--- config.mk ---
export PLATFORM = sky130hd
export DESIGN_NAME = linear_array_queue_with_search_unit
export DESIGN_NICKNAME = d
export VERILOG_FILES = /design/src/lqs_pkg.sv /design/src/linear_array_queue_with_search_unit.sv /design/src/lqs_slots.sv
export VERILOG_INCLUDE_DIRS = /design/src /design/src/src
export SDC_FILE = /design/constraint.sdc
export NUM_CORES = 1
export LEC_CHECK = 0
export BUFFER_PORTS_ARGS = -buffer_cell sky130_fd_sc_hd__buf_4
export CAP_MARGIN = 25
export CORE_UTILIZATION = 55
export CTS_CLUSTER_SIZE = 40
export DETAILED_ROUTE_END_ITERATION = 10
export GPL_TIMING_DRIVEN = 0
export PLACE_DENSITY = 0.72
export SLEW_MARGIN = 20
export SYNTH_ARGS = -nofsm -noshare
export SYNTH_HDL_FRONTEND = slang
export SYNTH_SLANG_ARGS = --single-unit
--- constraint.sdc ---
create_clock -name clk -period 8.5 [get_ports clk]
set_input_delay 1.7 -clock clk [delete_from_list [all_inputs] [get_ports clk]]
set_output_delay 1.7 -clock clk [all_outputs]
set_load 0.02 [all_outputs]
--- src/linear_array_queue_with_search_unit_assert.svh ---
// ---------------------------------------------------------------------------
// linear array queue assertion macros
// clocked assertion helpers shared by the queue rtl
// ---------------------------------------------------------------------------
`ifndef LINEAR_ARRAY_QUEUE_WITH_SEARCH_UNIT_ASSERT_SVH
`define LINEAR_ARRAY_QUEUE_WITH_SEARCH_UNIT_ASSERT_SVH

// same-cycle implication, checked out of reset
`define LQS_ASSERT_IMP(lbl, ante, cons, msg) \
  lbl: assert property (@(posedge clk) disable iff (!rst_n) (ante) |-> (cons)) \
    else $error(msg);

// next-cycle implication, checked out of reset
`define LQS_ASSERT_NXT(lbl, ante, cons, msg) \
  lbl: assert property (@(posedge clk) disable iff (!rst_n) (ante) |=> (cons)) \
    else $error(msg);

`endif

--- src/lqs_pkg.sv ---
// ---------------------------------------------------------------------------
// lqs_pkg
// operation and status codes and fixed field widths of the array queue
// ---------------------------------------------------------------------------
package lqs_pkg;

  localparam int KIND_W  = 2;
  localparam int STAT_W  = 2;
  localparam int CAP_W   = 5;
  localparam int FIELD_W = 32;

  typedef logic [KIND_W-1:0]  kind_t;
  typedef logic [STAT_W-1:0]  stat_t;
  typedef logic [CAP_W-1:0]   cap_t;
  typedef logic [FIELD_W-1:0] field_t;

  localparam kind_t KIND_ENQ    = 2'd0;
  localparam kind_t KIND_DEQ    = 2'd1;
  localparam kind_t KIND_SEARCH = 2'd2;

  localparam stat_t STAT_OK       = 2'd0;
  localparam stat_t STAT_OVERFLOW = 2'd1;
  localparam stat_t STAT_EMPTY    = 2'd2;

  localparam cap_t CAP_RESET = 5'd16;

endpackage

--- src/linear_array_queue_with_search_unit.sv ---
// ---------------------------------------------------------------------------
// linear_array_queue_with_search_unit
// non-wrapping array queue with enqueue, dequeue and key search
// ---------------------------------------------------------------------------
//  channel | direction | handshake            | payload
//  in_     | input     | in_valid / in_ready   | kind, push_value, search_key
//  out_    | output    | out_valid / out_ready | status, data_out, found,
//          |           |                       | occupancy, is_empty, is_full
//  cfg_    | input     | cfg_valid / cfg_ready | capacity (cfg_data)
//
//  enqueue, dequeue and unused kinds pass, after accept, through index
//  update with slot read, result capture and output load. a search of an
//  active queue instead scans n slots (n up to occupancy) through the single
//  read port, walked one slot a cycle, and then loads the output register.
//  one item is in work at a time; in_ready rises again when the result has
//  moved to the output register, so the next beat may enter while it waits.
//  a stalled output register holds the unit in its last state.
//  reset is synchronous and active low and empties the queue at once.
//  cfg_ready is always high.
// ---------------------------------------------------------------------------
`include "linear_array_queue_with_search_unit_assert.svh"

module linear_array_queue_with_search_unit
  import lqs_pkg::*;
#(
  parameter int DEPTH      = 16,
  parameter int DATA_WIDTH = 32
) (
  input  logic               clk,
  input  logic               rst_n,
  input  logic               in_valid,
  output logic               in_ready,
  input  kind_t              in_kind,
  input  logic signed [31:0] in_push_value,
  input  logic signed [31:0] in_search_key,
  output logic               out_valid,
  input  logic               out_ready,
  output stat_t              out_status,
  output logic signed [31:0] out_data_out,
  output logic               out_found,
  output logic [4:0]         out_occupancy,
  output logic               out_is_empty,
  output logic               out_is_full,
  input  logic               cfg_valid,
  output logic               cfg_ready,
  input  cap_t               cfg_data
);

  localparam int IW = (DEPTH > 1) ? $clog2(DEPTH) : 1;
  localparam int XW = ((IW > CAP_W) ? IW : CAP_W) + 1;

  localparam logic [2:0] S_IDLE = 3'd0;
  localparam logic [2:0] S_OP   = 3'd1;
  localparam logic [2:0] S_WAIT = 3'd2;
  localparam logic [2:0] S_SCAN = 3'd3;
  localparam logic [2:0] S_OUT  = 3'd4;

  logic [2:0]            state_r, state_nxt;
  cap_t                  cap_r;
  logic                  active_r, active_nxt;
  logic [IW-1:0]         head_r, head_nxt;
  logic [IW-1:0]         tail_r, tail_nxt;
  logic [CAP_W-1:0]      count_r, count_nxt;

  kind_t                 kind_r;
  logic [DATA_WIDTH-1:0] push_r;
  logic [DATA_WIDTH-1:0] key_r;
  logic                  hv_r, hv_nxt;
  logic                  first_r, first_nxt;
  logic [IW-1:0]         scan_r, scan_nxt;
  stat_t                 res_status_r, res_status_nxt;
  field_t                res_data_r, res_data_nxt;
  logic                  res_found_r, res_found_nxt;

  logic                  out_valid_r;
  stat_t                 out_status_r;
  field_t                out_data_r;
  logic                  out_found_r;
  logic [CAP_W-1:0]      out_occ_r;
  logic                  out_empty_r;
  logic                  out_full_r;

  logic                  mem_we;
  logic [IW-1:0]         mem_waddr;
  logic [IW-1:0]         mem_raddr;
  logic [DATA_WIDTH-1:0] mem_rdata;
  logic [63:0]           rd_ext;
  field_t                rd32;

  logic [XW-1:0]         cap_x;
  logic [XW-1:0]         cap_use;
  logic                  full_now;
  logic                  out_free;
  logic [63:0]           push_ext;
  logic [63:0]           key_ext;

  assign cfg_ready = 1'b1;
  assign in_ready  = (state_r == S_IDLE);
  assign out_free  = !out_valid_r || out_ready;

  assign push_ext = {{32{in_push_value[31]}}, in_push_value};
  assign key_ext  = {{32{in_search_key[31]}}, in_search_key};

  assign rd_ext = 64'(mem_rdata);
  assign rd32   = rd_ext[31:0];

  // capacity beyond the slot count is clipped to it
  assign cap_x    = XW'(cap_r);
  assign cap_use  = (cap_x > XW'(DEPTH)) ? XW'(DEPTH) : cap_x;
  assign full_now = active_r ? ((XW'(tail_r) + XW'(1)) >= cap_use)
                             : (cap_use == '0);

  lqs_slots #(
    .DEPTH      (DEPTH),
    .DATA_WIDTH (DATA_WIDTH),
    .AW         (IW)
  ) u_slots (
    .clk   (clk),
    .we    (mem_we),
    .waddr (mem_waddr),
    .wdata (push_r),
    .raddr (mem_raddr),
    .rdata (mem_rdata)
  );

  always_comb begin
    state_nxt      = state_r;
    active_nxt     = active_r;
    head_nxt       = head_r;
    tail_nxt       = tail_r;
    count_nxt      = count_r;
    hv_nxt         = hv_r;
    first_nxt      = first_r;
    scan_nxt       = scan_r;
    res_status_nxt = res_status_r;
    res_data_nxt   = res_data_r;
    res_found_nxt  = res_found_r;
    mem_we         = 1'b0;
    mem_waddr      = tail_r;
    mem_raddr      = head_r;

    unique case (state_r)
      S_IDLE: begin
        if (in_valid) begin
          state_nxt = S_OP;
        end
      end
      S_OP: begin
        res_status_nxt = STAT_OK;
        res_found_nxt  = 1'b0;
        state_nxt      = S_WAIT;
        hv_nxt         = active_r;
        case (kind_r)
          KIND_ENQ: begin
            if (full_now) begin
              res_status_nxt = STAT_OVERFLOW;
            end else begin
              if (!active_r) begin
                active_nxt = 1'b1;
                head_nxt   = '0;
                tail_nxt   = '0;
                mem_waddr  = '0;
                mem_raddr  = '0;
              end else begin
                tail_nxt  = tail_r + IW'(1);
                mem_waddr = tail_r + IW'(1);
              end
              mem_we    = 1'b1;
              hv_nxt    = 1'b1;
              count_nxt = count_r + CAP_W'(1);
            end
          end
          KIND_DEQ: begin
            if (!active_r) begin
              res_status_nxt = STAT_EMPTY;
            end else if (head_r == tail_r) begin
              active_nxt = 1'b0;
              head_nxt   = '0;
              tail_nxt   = '0;
              count_nxt  = '0;
            end else begin
              head_nxt  = head_r + IW'(1);
              count_nxt = count_r - CAP_W'(1);
            end
          end
          KIND_SEARCH: begin
            if (active_r) begin
              scan_nxt  = head_r;
              first_nxt = 1'b1;
              state_nxt = S_SCAN;
            end
          end
          default: begin
          end
        endcase
      end
      S_WAIT: begin
        res_data_nxt = hv_r ? rd32 : '1;
        state_nxt    = S_OUT;
      end
      S_SCAN: begin
        // read data belongs to the slot at scan_r
        first_nxt = 1'b0;
        if (first_r) begin
          res_data_nxt = rd32;
        end
        if (mem_rdata == key_r) begin
          res_found_nxt = 1'b1;
          state_nxt     = S_OUT;
        end else if (scan_r == tail_r) begin
          state_nxt = S_OUT;
        end else begin
          scan_nxt  = scan_r + IW'(1);
          mem_raddr = scan_r + IW'(1);
        end
      end
      S_OUT: begin
        if (out_free) begin
          state_nxt = S_IDLE;
        end
      end
      default: begin
        state_nxt = S_IDLE;
      end
    endcase
  end

  always_ff @(posedge clk) begin
    if (!rst_n) begin
      state_r  <= S_IDLE;
      cap_r    <= CAP_RESET;
      active_r <= 1'b0;
      head_r   <= '0;
      tail_r   <= '0;
      count_r  <= '0;
      first_r  <= 1'b0;
    end else begin
      state_r  <= state_nxt;
      active_r <= active_nxt;
      head_r   <= head_nxt;
      tail_r   <= tail_nxt;
      count_r  <= count_nxt;
      first_r  <= first_nxt;
      if (cfg_valid) begin
        cap_r <= cfg_data;
      end
    end
  end

  always_ff @(posedge clk) begin
    hv_r         <= hv_nxt;
    scan_r       <= scan_nxt;
    res_status_r <= res_status_nxt;
    res_data_r   <= res_data_nxt;
    res_found_r  <= res_found_nxt;
    if (in_valid && in_ready) begin
      kind_r <= in_kind;
      push_r <= push_ext[DATA_WIDTH-1:0];
      key_r  <= key_ext[DATA_WIDTH-1:0];
    end
  end

  // output register; occupancy and flags come from the settled state
  always_ff @(posedge clk) begin
    if (!rst_n) begin
      out_valid_r <= 1'b0;
    end else if (state_r == S_OUT && out_free) begin
      out_valid_r <= 1'b1;
    end else if (out_ready) begin
      out_valid_r <= 1'b0;
    end
  end

  always_ff @(posedge clk) begin
    if (state_r == S_OUT && out_free) begin
      out_status_r <= res_status_r;
      out_data_r   <= res_data_r;
      out_found_r  <= res_found_r;
      out_occ_r    <= count_r;
      out_empty_r  <= !active_r;
      out_full_r   <= full_now;
    end
  end

  assign out_valid     = out_valid_r;
  assign out_status    = out_status_r;
  assign out_data_out  = out_data_r;
  assign out_found     = out_found_r;
  assign out_occupancy = out_occ_r;
  assign out_is_empty  = out_empty_r;
  assign out_is_full   = out_full_r;

  `LQS_ASSERT_IMP(a_idle_state, !active_r,
                  (count_r == '0) && (head_r == '0) && (tail_r == '0),
                  "inactive queue holds stale indices")
  `LQS_ASSERT_IMP(a_count_span, active_r,
                  (head_r <= tail_r) &&
                  (XW'(count_r) == XW'(tail_r) - XW'(head_r) + XW'(1)),
                  "occupancy disagrees with head and tail")
  `LQS_ASSERT_IMP(a_write_in_op, mem_we,
                  (state_r == S_OP) && (kind_r == KIND_ENQ) && !full_now,
                  "slot write outside an accepted enqueue")
  `LQS_ASSERT_NXT(a_out_load, (state_r == S_OUT) && out_free,
                  out_valid_r && (state_r == S_IDLE),
                  "result not moved to output register")

endmodule

--- src/lqs_slots.sv ---
// ---------------------------------------------------------------------------
// lqs_slots
// slot storage: one write port, one registered read port, write forwarding
// ---------------------------------------------------------------------------
module lqs_slots #(
  parameter int DEPTH      = 16,
  parameter int DATA_WIDTH = 32,
  parameter int AW         = 4
) (
  input  logic                  clk,
  input  logic                  we,
  input  logic [AW-1:0]         waddr,
  input  logic [DATA_WIDTH-1:0] wdata,
  input  logic [AW-1:0]         raddr,
  output logic [DATA_WIDTH-1:0] rdata
);

  logic [DATA_WIDTH-1:0] mem [DEPTH];
  logic [DATA_WIDTH-1:0] mem_q_r;
  logic [DATA_WIDTH-1:0] byp_data_r;
  logic                  byp_r;

  always_ff @(posedge clk) begin
    if (we) begin
      mem[waddr] <= wdata;
    end
  end

  always_ff @(posedge clk) begin
    mem_q_r    <= mem[raddr];
    // read of the entry being written returns the new value
    byp_r      <= we && (waddr == raddr);
    byp_data_r <= wdata;
  end

  assign rdata = byp_r ? byp_data_r : mem_q_r;

endmodule
# After elaboration in Yosys (flattened, before gate mapping)
# Memories as Yosys holds them, arrays and structs flattened. A register that Yosys moved wholly into a read port is not among the register bits.
# Cells that the tools add are included.
# Widths: inputs -> output; s select.
[totals] regBits=205 latchBits=0 ram_bits=512 mem_bits_ro=0 inputBits=76 n_memories=1
[op_classes] n_addsub=6 mul=0 div=0 n_lt_le_gt_ge=2 n_eq_ne=22 shifts=0 muxes=58 bitwise_logic=0 n_reduce_logical=22
[memory_table] name="u_slots.mem" words=16 width=32 read_ports=1 rd_clocked_by_memory_dff=1 wr=1 line_no="lqs_slots.sv:18" text="logic [DATA_WIDTH-1:0] mem [DEPTH];"
[op_table] operator="$mux 32" count=3
[op_table] operator="$mux 4" count=17
[op_table] operator="$pmux 32 s2" count=1
[op_table] operator="$eq 32x32->1" count=1
[op_table] operator="$pmux 4 s2" count=4
[op_table] operator="$ne 2x2->1 const B" count=11
[op_table] operator="$mux 5" count=4
[op_table] operator="$mux 1" count=18
[op_table] operator="$pmux 3 s5" count=1
[op_table] operator="$add 4x1->4 const B" count=3
[op_table] operator="$eq 4x4->1" count=3
[op_table] operator="$mux 3" count=4
[op_table] operator="$pmux 5 s2" count=1
[op_table] operator="$reduce_and 3->1" count=3
[op_table] operator="$reduce_and 4->1" count=2
[op_table] operator="$reduce_bool 2->1" count=4
[op_table] operator="$eq 3x2->1 const B" count=2
[op_table] operator="$logic_not 6->1" count=1
[op_table] operator="$pmux 1 s2" count=3
[op_table] operator="$reduce_and 2->1" count=3
[op_table] operator="$add 4x1->5 const B" count=1
[op_table] operator="$add 5x1->5 const B" count=1
[op_table] operator="$ge 5x5->1" count=1
[op_table] operator="$gt 5x5->1 const B" count=1
[op_table] operator="14 further kinds" count=17

# Logic depth before layout (Yosys ltp)
[logic_depth] ltp_word=9 depth_mapped=14 depth_no_buf=11

# Cells and area by module
# A second synthesis with hierarchy kept.
[hier_totals] hier_cells=1375 area_unflattened_um2=27730.3
[modules_own_cells] module="lqs_slots" instances=1 cells_each=915 area_each_um2=20920.1
[modules_own_cells] module="linear_array_queue_with_search_unit" instances=1 cells_each=460 area_each_um2=6810.3

# Worst setup path after synthesis
# No wires, ideal clock.
[synth_timing] path_type="register to register" startpoint="reg tail_r[0]" endpoint="mem u_slots.mem[13][0] (enable)" setup_ns=0.461 arrival_ns=4.899 t_required_ns=8.039 path_slack_ns=3.140 stages_incl_launch_ff=12 n_path_buf=1 period_less_slack_ns=5.360 cell_sequence="dfxtp_1 > clkbuf_1 > nand3_1 > xor2_1 > inv_1 > ha_1 > a211oi_1 > nor3_1 > nor2b_1 > a2bb2oi_1 > nand2_1 > nor3_1"
[synth_between] elab_chain_len=8 elab_cells_between_ends=13 cone_classes="add/sub (2); order compare (1); mux (10)"
[synth_rtl] element="start, declared" line_no="linear_array_queue_with_search_unit.sv:62" text="logic [IW-1:0] tail_r, tail_nxt;"
[synth_rtl] element="start signal, assigned" line_no="linear_array_queue_with_search_unit.sv:241" text="tail_r <= tail_nxt;"
[synth_rtl] element="$add 4x1->5 *" line_no="linear_array_queue_with_search_unit.sv:110" text="assign full_now = active_r ? ((XW'(tail_r) + XW'(1)) >= cap_use)"
[synth_rtl] element="$ge 5x5->1 *" line_no="linear_array_queue_with_search_unit.sv:110"
[synth_rtl] element="$mux 1 *" line_no="linear_array_queue_with_search_unit.sv:110"
[synth_rtl] element="via full_now" line_no="linear_array_queue_with_search_unit.sv:92" text="logic full_now;"
[synth_rtl] element="$mux 1" line_no="linear_array_queue_with_search_unit.sv:155" text="if (full_now) begin"
[synth_rtl] element="$mux 1" line_no="linear_array_queue_with_search_unit.sv:153" text="case (kind_r)"
[synth_rtl] element="$mux 1" line_no="linear_array_queue_with_search_unit.sv:142" text="unique case (state_r)"
[synth_rtl] element="$mux 1" line_no="lqs_slots.sv:24" text="if (we) begin"
[synth_rtl] element="$mux 1 (implied by the code)" line_no="lqs_slots.sv:25" text="mem[waddr] <= wdata;"
[synth_rtl] element="end, declared" line_no="lqs_slots.sv:18"
# Mark *: on every way through the listed nets, which the timed path passes. The rest lies on a longest branch.

# Worst setup path after layout
[layout_timing] startpoint="reg tail_r[0]" endpoint="mem u_slots.mem[5][18] (enable)"
# The elaborated chain is that of the path after synthesis.

==> impl_metrics.ini <==
[yosys]
async_flop_share_pct = 0
syn_inst = 1745
synth_edf_count = 660
ys_seq_area_share_pct = 76.7
yosysTopAreaCellShare_pct = 70.4
ys_types = 56
synth_area_leaders = edfxtp_1 (70%), dfxtp_1 (6.3%), mux2i_1 (5.9%)
synth_ff_type = edfxtp_1
syn_nets = 1831
syn_area_mm2 = 0.0282
synth_area_leader_cell = edfxtp_1
ys_ff_latch = 749
synth_warnings = 0
postSynthAreaPerCell_um2 = 16.1

[global_route]
grt_max_degree = 46
antenna_found_initial = 0
grt_pass1_wl_um = 101000
grt_pass1_vias = 16400
overflow = 0
grt_usage_pct = 26.3

[worst_setup_path]
worstSetupPathType = reg2reg
slowest_stage = nor3_2
crit_buf_inv = 4
max_stage_delay_ns = 0.69
r2r-start = tail_r[0]$_SDFFE_PN0P_
startpoint = tail_r[0]$_SDFFE_PN0P_
worstPathMaxFanout = 8
setup.worst_path.end_class = flop
critPathRequiredTime_ns = 8.82
crit_family = simple AND/OR/NAND/NOR gates
cp-start-kind = flop
worstPathCellList = clkbuf_1 > nand3_1 > xor2_1 > inv_1 > ha_1 > a211oi_1 > nor3_1 > nor2b_1 > a2bb2oi_1 > nand2_1 > nor3_2 > buf_4 > buf_4
path_common_cell = buf_4
critPathArrivalTime_ns = 5.59

[cts]
cts_buffers = 75
ctsLongestPathBuffers = 3
postCtsSetupRepairBufs = 0
cts-resized-gates = 0
cts_max_level = 3
cts_tree = built
path_clk_slew_ns = 0.06
root_buffer = clkbuf_16
clkLatencyLatePin_ns = 0.62
postCtsHoldBufs = 0
cts.sinks = 749

[power]
peakVddDrop_v = 0.000152
p_sw_uw = 1780
clkPwrFrac_pct = 39.7
sequentialPowerShare_pct = 54.6
sw_frac_of_total_pct = 22.3
p_total_uw = 7980
cellLeakagePower_uw = 0.0109
p_int_uw = 6200
p_per_area_mw_per_mm2 = 242
p_comb_share_pct = 5.8

[floorplanning]
die_area_mm2 = 0.0521
ios = 121
core_area_mm2 = 0.0504
dieHeight_um = 228
placementRows = 82
initial_core_util_pct = 55.9
die_width_um = 228

[cells_and_area]
instances_no_fill = 2718
fin_area_mm2 = 0.0330
diodes = 0
area_growth_pct = 17.0
final_nets = 2073
layout_common_cells = edfxtp_1 (660), nand2_1 (327), mux2i_1 (166), buf_4 (156), a32oi_1 (128)
final_common_cell = edfxtp_1
layout-drive-gt1-share_pct = 17.3

[timing]
setup_violations = 0
max_slew.worst_pin.slew_ns = 1.14
period_needed_ns = 5.27
whs_ns = 0.414
timing.final.crit_share_pct = 62.0
final.setup_skew_ns = 0.0186
fmax_ghz = 0.190
maxSlewViolCount = 0
relSlewSlack_pct = 23.0
finalHoldViolCount = 0
rsz0062_at_grt = false
fin_setup_tns_ns = 0

[status]
status = finished clean

[placement]
dpl.hpwl_um = 44900
placed_cell_area_mm2 = 0.0306
dp.cells = 2582
port_buffers = 118
gp_congestion = 0.832

[drt]
viasPerCell = 5.94
vias = 16100
dr.first_iter.drc_count = 1663
drc = 0
routedWlPerCell_um = 24.9
ant_nets = 0
dr.pass1.iters = 5
drt-total-wl_um = 67700

[min_path]
min_path_type = reg2reg
min_from = res_data_r[27]$_DFFE_PP_

[run]
drv_cap = 0
layer usage:
layer | wire [µm] | GRT usage [%]
met1 | 26900 | 34.2
met2 | 33200 | 44.3
met3 | 5460 | 5.23
met4 | 2120 | 9.23
met5 | 0 | 0
worst register-to-register path, stage by stage, from the launching register on:
cell and delay (ns):
dfxtp_1 0.36, clkbuf_1 0.31, nand3_1 0.14, xor2_1 0.62
inv_1 0.33, ha_1 0.37, a211oi_1 0.34, nor3_1 0.20
nor2b_1 0.33, a2bb2oi_1 0.42, nand2_1 0.31, nor3_2 0.69
buf_4 0.33, buf_4 0.22
power groups by stage:
stage                     Combinational (µW)  Sequential [µW]  Clock (µW)
after global placement                   430             4420           0
final                                    462             4350        3170
after global routing                     494             4370        3350
after floorplan                          259             4390           0
after CTS                                462             4350        3200
after detailed placement                 459             4430           0
final cells by class:
cell class                      count  area, µm²
Fill cell                        3394      17400
Inverter                            9       33.8
Tap cell                          672        841
Clock inverter                     36        277
Clock buffer                      100       2070
Sequential cell                   749      21600
Timing Repair Buffer              165       1470
Multi-Input combinational cell    896       6080
Buffer                             91        583
kinds of logic after synthesis:
group,count (synthesis),synth area share (%)
flip-flops,749,76.7
buffers and inverters,100,2.19
other,1,0.0133
XOR/XNOR,50,1.55
adder cells (fa/ha/maj),10,0.444
multiplexers,171,6.11
AO/OA/AOI/OAI,186,5.33
AND/OR/NAND/NOR,478,7.68
sequential cells by signal, indices dropped and copies added (netlist names), 2 cells and up:
register	flops
out_occupancy	5
u_slots.mem	512
kind_r	2
key_r	32
count_r	5
out_status	2
res_data_r	32
cap_r	5
state_r	3
tail_r	4
u_slots.mem_q_r	32
out_data_out	32
res_status_r	2
head_r	4
u_slots.byp_data_r	32
push_r	32
scan_r	4
Yosys cell counts (6+ instances only):
| master | number |
|---|---|
| clkbuf_1 | 38 |
| o21ai_0 | 12 |
| nor4_1 | 10 |
| nand2_1 | 327 |
| and4_1 | 32 |
| dfxtp_1 | 89 |
| ha_1 | 10 |
| xor2_1 | 9 |
| buf_2 | 19 |
| inv_1 | 9 |
| buf_6 | 12 |
| and2_1 | 6 |
| nand3_1 | 9 |
| nor2b_1 | 17 |
| mux2i_1 | 166 |
| nor2_1 | 34 |
| a32oi_1 | 128 |
| xnor2_1 | 41 |
| nand2b_1 | 9 |
| buf_8 | 8 |
| edfxtp_1 | 660 |
| nor3_1 | 14 |
| a21oi_1 | 11 |
| buf_4 | 8 |
final timing paths:
check / endpoint / slack, ns / depth (start not counted)
hold / removal: out_data_out[27]$_DFFE_PP_ / 0.41 / 0
hold reg to reg: out_data_out[27]$_DFFE_PP_ / 0.41 / 0
setup / recovery: u_slots.mem[5][18]$_DFFE_PP_ / 3.23 / 13
setup reg to reg: u_slots.mem[5][18]$_DFFE_PP_ / 3.23 / 13
stage by stage:
step           worst slack [ns]  util (%)
2_1_floorplan              3.14         -
3_3_place_gp             0.0235      59.3
3_5_place_dp               3.33      60.8
4_1_cts                    3.30      65.4
5_1_grt                    2.90      65.4
6_report                   3.23      65.4
No activity file was read; power rests on OpenSTA's default activity.
